--- src/rtl/bbma_pkg.sv ---
`default_nettype none

package bbma_pkg;

    // Map geometry
    localparam int MAX_BLOCKS  = 4096;
    localparam int INDEX_RANGE = 4096;
    localparam int LIMIT_CAP   = (MAX_BLOCKS < INDEX_RANGE) ? MAX_BLOCKS : INDEX_RANGE;
    localparam int IDX_W       = 12;
    localparam int LIM_W       = 13;
    localparam int WORD_W      = 32;
    localparam int BIT_W       = $clog2(WORD_W);
    localparam int NUM_WORDS   = MAX_BLOCKS / WORD_W;
    localparam int ADDR_W      = $clog2(NUM_WORDS);

    // Stream payload layout
    localparam int IN_TDATA_W  = 16;
    localparam int OUT_TDATA_W = 16;
    localparam int OP_W        = 2;
    localparam int STATUS_W    = 2;
    localparam int IN_VAL_BIT  = IDX_W;
    localparam int OUT_OCC_BIT = IDX_W;

    // Configuration port
    localparam int CFG_IDX_W  = 2;
    localparam int CFG_DATA_W = 13;
    localparam logic [CFG_IDX_W-1:0] CFG_FIRST_DATA_BLOCK = 2'd0;
    localparam logic [CFG_IDX_W-1:0] CFG_BLOCK_COUNT      = 2'd1;
    localparam logic [LIM_W-1:0]     RST_BLOCK_COUNT      = 13'd4096;

    // Request codes
    localparam logic [OP_W-1:0] OP_READ  = 2'd0;
    localparam logic [OP_W-1:0] OP_WRITE = 2'd1;
    localparam logic [OP_W-1:0] OP_ALLOC = 2'd2;
    localparam logic [OP_W-1:0] OP_NOP   = 2'd3;

    // Result status codes
    localparam logic [STATUS_W-1:0] ST_OK    = 2'd0;
    localparam logic [STATUS_W-1:0] ST_FULL  = 2'd1;
    localparam logic [STATUS_W-1:0] ST_RANGE = 2'd2;
    localparam logic [STATUS_W-1:0] ST_RSVD  = 2'd3;

    typedef enum logic [1:0] {
        S_IDLE,
        S_DISPATCH,
        S_SCAN,
        S_RESP
    } t_state;

    typedef struct packed {
        logic load;     // capture request
        logic rd_en;    // read map word
        logic rd_next;  // read the following word, advance word pointer
        logic wr_en;    // write back modified word
        logic res_ld;   // capture result
        logic out_ld;   // move result to output register
    } t_cmd;

    typedef struct packed {
        logic [OP_W-1:0] op;
        logic            idx_oor;
        logic            start_oor;
        logic            hit;
        logic            last_word;
        logic            out_free;
    } t_sts;

endpackage

`default_nettype wire

--- src/rtl/bbma_ctrl.sv ---
`default_nettype none

module bbma_ctrl (
    input  wire logic          i_clk,
    input  wire logic          i_rst_n,
    input  wire logic          i_req_valid,
    output logic               o_req_ready,
    input  wire bbma_pkg::t_sts i_sts,
    output bbma_pkg::t_cmd     o_cmd
);

    bbma_pkg::t_state r_state;
    bbma_pkg::t_state n_state;
    logic             w_early;

    always_ff @(posedge i_clk) begin
        if (!i_rst_n) begin
            r_state <= bbma_pkg::S_IDLE;
        end else begin
            r_state <= n_state;
        end
    end

    // Requests that finish without touching the map
    assign w_early = ((i_sts.op == bbma_pkg::OP_READ || i_sts.op == bbma_pkg::OP_WRITE)
                      && i_sts.idx_oor)
                   || (i_sts.op == bbma_pkg::OP_NOP)
                   || (i_sts.op == bbma_pkg::OP_ALLOC && i_sts.start_oor);

    always_comb begin
        n_state     = r_state;
        o_cmd       = '0;
        o_req_ready = 1'b0;
        case (r_state)
            bbma_pkg::S_IDLE: begin
                o_req_ready = 1'b1;
                if (i_req_valid) begin
                    o_cmd.load = 1'b1;
                    n_state    = bbma_pkg::S_DISPATCH;
                end
            end
            bbma_pkg::S_DISPATCH: begin
                if (w_early) begin
                    o_cmd.res_ld = 1'b1;
                    n_state      = bbma_pkg::S_RESP;
                end else begin
                    o_cmd.rd_en = 1'b1;
                    n_state     = bbma_pkg::S_SCAN;
                end
            end
            bbma_pkg::S_SCAN: begin
                case (i_sts.op)
                    bbma_pkg::OP_WRITE: begin
                        o_cmd.wr_en  = 1'b1;
                        o_cmd.res_ld = 1'b1;
                        n_state      = bbma_pkg::S_RESP;
                    end
                    bbma_pkg::OP_ALLOC: begin
                        if (i_sts.hit) begin
                            o_cmd.wr_en  = 1'b1;
                            o_cmd.res_ld = 1'b1;
                            n_state      = bbma_pkg::S_RESP;
                        end else if (i_sts.last_word) begin
                            o_cmd.res_ld = 1'b1;
                            n_state      = bbma_pkg::S_RESP;
                        end else begin
                            o_cmd.rd_en   = 1'b1;
                            o_cmd.rd_next = 1'b1;
                        end
                    end
                    default: begin
                        o_cmd.res_ld = 1'b1;
                        n_state      = bbma_pkg::S_RESP;
                    end
                endcase
            end
            bbma_pkg::S_RESP: begin
                if (i_sts.out_free) begin
                    o_cmd.out_ld = 1'b1;
                    n_state      = bbma_pkg::S_IDLE;
                end
            end
            default: begin
                n_state = bbma_pkg::S_IDLE;
            end
        endcase
    end

endmodule

`default_nettype wire

--- config.mk ---
export PLATFORM = sky130hd
export DESIGN_NAME = bbma_ctrl
export DESIGN_NICKNAME = d
export VERILOG_FILES = /design/src/rtl/bbma_pkg.sv /design/src/rtl/bbma_ctrl.sv
export SDC_FILE = /design/constraint.sdc
export NUM_CORES = 1
export LEC_CHECK = 0
export ABC_AREA = 1
export ABC_CLOCK_PERIOD_IN_PS = 2340
export BUFFER_PORTS_ARGS = -buffer_cell sky130_fd_sc_hd__buf_4
export CORE_AREA = 2 2 39 41
export CTS_BUF_LIST = sky130_fd_sc_hd__clkbuf_16
export DETAILED_ROUTE_END_ITERATION = 8
export DIE_AREA = 0 0 41 43
export HOLD_SLACK_MARGIN = 0.12
export PLACE_DENSITY = 0.5
export SLEW_MARGIN = 20
export SYNTH_ARGS = -nofsm -noshare
export SYNTH_HDL_FRONTEND = slang
export SYNTH_SLANG_ARGS = --single-unit
--- constraint.sdc ---
create_clock -name i_clk -period 2.34 [get_ports i_clk]
set_clock_uncertainty 0.2 [all_clocks]
set_input_delay 0.117 -clock i_clk [delete_from_list [all_inputs] [get_ports i_clk]]
set_output_delay 0.117 -clock i_clk [all_outputs]
set_load 0.01 [all_outputs]
==> qor.yml <==
clocking:
  clock-sinks: 2
  numCtsBuffers: 3
  post_cts_buffers: 0
  cts_resized: 0
  clk_latency_ns: 0.22
  cts-root-buf: "clkbuf_16"
  clockBufferDepth: 2
  h-tree-depth: 1
  path_clk_slew_ns: 0.03
  cts_tree: "built"
floorplanning:
  die_area_um2: 1760
  fp.dieH_um: 43
  fp.dieW_um: 41
  rows: 14
  floorplan.initialDensity_pct: 24.2
  io_pins: 17
  design.core.area_um2: 1380
drt:
  route.detailed.drc: 0
  firstDrtPassIters: 2
  viasPerCell: 4.05
  num_vias: 356
  drt_iter0_drc: 1
  antenna_left: 0
  wl_per_cell_um: 8.81
  routed_wl_um: 775
global_routing:
  grt_pass1_vias: 353
  grt_pass1_wl_mm: 1.30
  antenna_found_initial: 0
  grt-ovfl-total: 0
  grt_max_degree: 6
  grt_util_all_layers_pct: 10.7
status:
  status: "complete, no violations"
cells_and_area:
  top_register: "r_state"
  area_growth_syn_to_layout_pct: 67.2
  drive_above_1_share_pct: 34.7
  fin_cells: 88
  diodes: 0
  reg_top3: "r_state x2"
  final_nets: 92
  largest_reg_flops: 2
logic_synthesis:
  synth.distinct_cells: 14
  synth-async-reset-ratio_pct: 0
  seq_area_frac_synth_pct: 11.9
  synth_top_area_share_pct: 29.9
  netlist_instances: 52
  ys_seq_elements: 2
  yosysWarnings: 0
  syn-num-nets: 70
  synth-edff-count: 0
  syn_avg_cell_area_um2: 6.45
  synth_area_leaders: "ha_1 30%, inv_1 15%, nand2_1 12%"
  yosys-top-cells-count: "13 x inv_1, 11 x nand2_1, 8 x ha_1"
  synth_top_flop_cell: "dfxtp_1"
  yosysMostFrequentCell: "inv_1"
  synth_area_um2: 335
  synth_area_leader_cell: "ha_1"
pwr:
  p_per_area_nw_per_um2: 1090
  p_leak_nw: 0.324
  ir_drop_mv: 0.373
  seqPwrFrac_pct: 11.6
  switching_share_pct: 35.2
  comb_power_share_pct: 46.2
  intPower_mw: 0.397
  pwr-share-clk_pct: 42.2
  switching_power_mw: 0.215
placed_design:
  place_ws_ns: 0.800
  numPortBuffers: 16
  post-dp-hpwl_um: 606
  dp.cells: 84
  gp_congestion: 0.724
critical_path:
  path_class: "flop to primary output"
  required_ns: 2.02
  start_kind: "flop"
  worst-path-max-fanout: 5
  end_kind: "primary output"
  crit_arrival_ns: 1.37
sta:
  finalHoldViolCount: 0
  maxSlewViolCount: 0
  finalSetupTns_ns: 0
  tightestPinTransition_ns: 0.177
  final.period_utilization_pct: 72.0
  rsz0062_at_grt: "false"
  setup_viol_count_final: 0
  min_period_ns: 1.68
  timing.slew.headroom_pct: 88.2
  fmax_mhz: 594
  layout_setup_ws_ns: 0.656
run:
  drv_cap: 0
min_path:
  hold_class: "input pin to flop"
power groups by stage:
| stage | clock (mW) | combinational, mW | sequential [mW] |
|---|---|---|---|
| floorplan | 0 | 0.188 | 0.0659 |
| global placement | 0 | 0.274 | 0.0718 |
| detailed placement | 0 | 0.273 | 0.0718 |
| CTS | 0.262 | 0.287 | 0.0703 |
| global route | 0.266 | 0.318 | 0.0725 |
| finish | 0.258 | 0.283 | 0.0709 |
critical path, stage by stage (launching register included):
cell and delay, ns:
dfxtp_1 0.39, inv_1 0.11, ha_1 0.30, inv_1 0.06
a21oi_1 0.14, buf_4 0.14
layout make-up:
| class | instances | area (um^2) |
|---|---|---|
| Clock buffer | 3 | 75.1 |
| Fill cell | 139 | 823 |
| Inverter | 13 | 48.8 |
| Multi-Input combinational cell | 37 | 246 |
| Sequential cell | 2 | 40.0 |
| Tap cell | 16 | 20.0 |
| Timing Repair Buffer | 17 | 130 |
cell families after synthesis:
family / after synthesis / synth area share, %
compound gates: 7 / 12.7
fa+ha+maj: 8 / 29.9
buf+inv: 13 / 14.6
flops: 2 / 11.9
simple gates: 22 / 31.0
path summary, 6_finish.rpt:
path,from,end,slack [ns],cells after the start
worst max-delay path,r_state[0],o_cmd[1],0.66,5
worst min-delay path,i_req_valid,r_state[0],0.17,7
worst max register to register,r_state[0],r_state[0],0.76,8
worst min register to register,r_state[0],r_state[0],0.32,2
timing repair:
action | 4_1_cts | 5_1_grt
endpoints found under the hold margin | 2 | 0
setup endpoints to repair | 0 | 0
hold buffers | 1 | 0
per-stage QoR:
step / hold WS (ns) / instance area (um^2) / utilization, % / power [mW]
5_1_grt: 0.203 / 561 / 40.5 / 0.657
3_3_place_gp: 0.156 / 475 / 34.4 / 0.346
4_1_cts: 0.168 / 561 / 40.5 / 0.619
6_report: 0.166 / 561 / 40.5 / 0.612
3_5_place_dp: 0.162 / 475 / 34.4 / 0.345
2_1_floorplan: 0.0385 / 335 / - / 0.254
layout by cell type (no fill, tap or decap), types with 2 or more instances in the layout:
cell / instances
nand4_1: 2
clkbuf_16: 3
buf_4: 16
ha_1: 8
nand2_2: 3
nand3_1: 2
nand2_1: 11
nor2_1: 2
dfxtp_1: 2
a21oi_1: 4
inv_1: 13
per-layer routing:
metal  track usage (%)  vias up  routed length, um
li1                  -      200                  -
met1              12.5      151                342
met2              17.5        5                407
met3              1.57        0                 25
met5                 0        -                  0
met4              6.00        0                  0
Power figures use the tool's default switching activity.
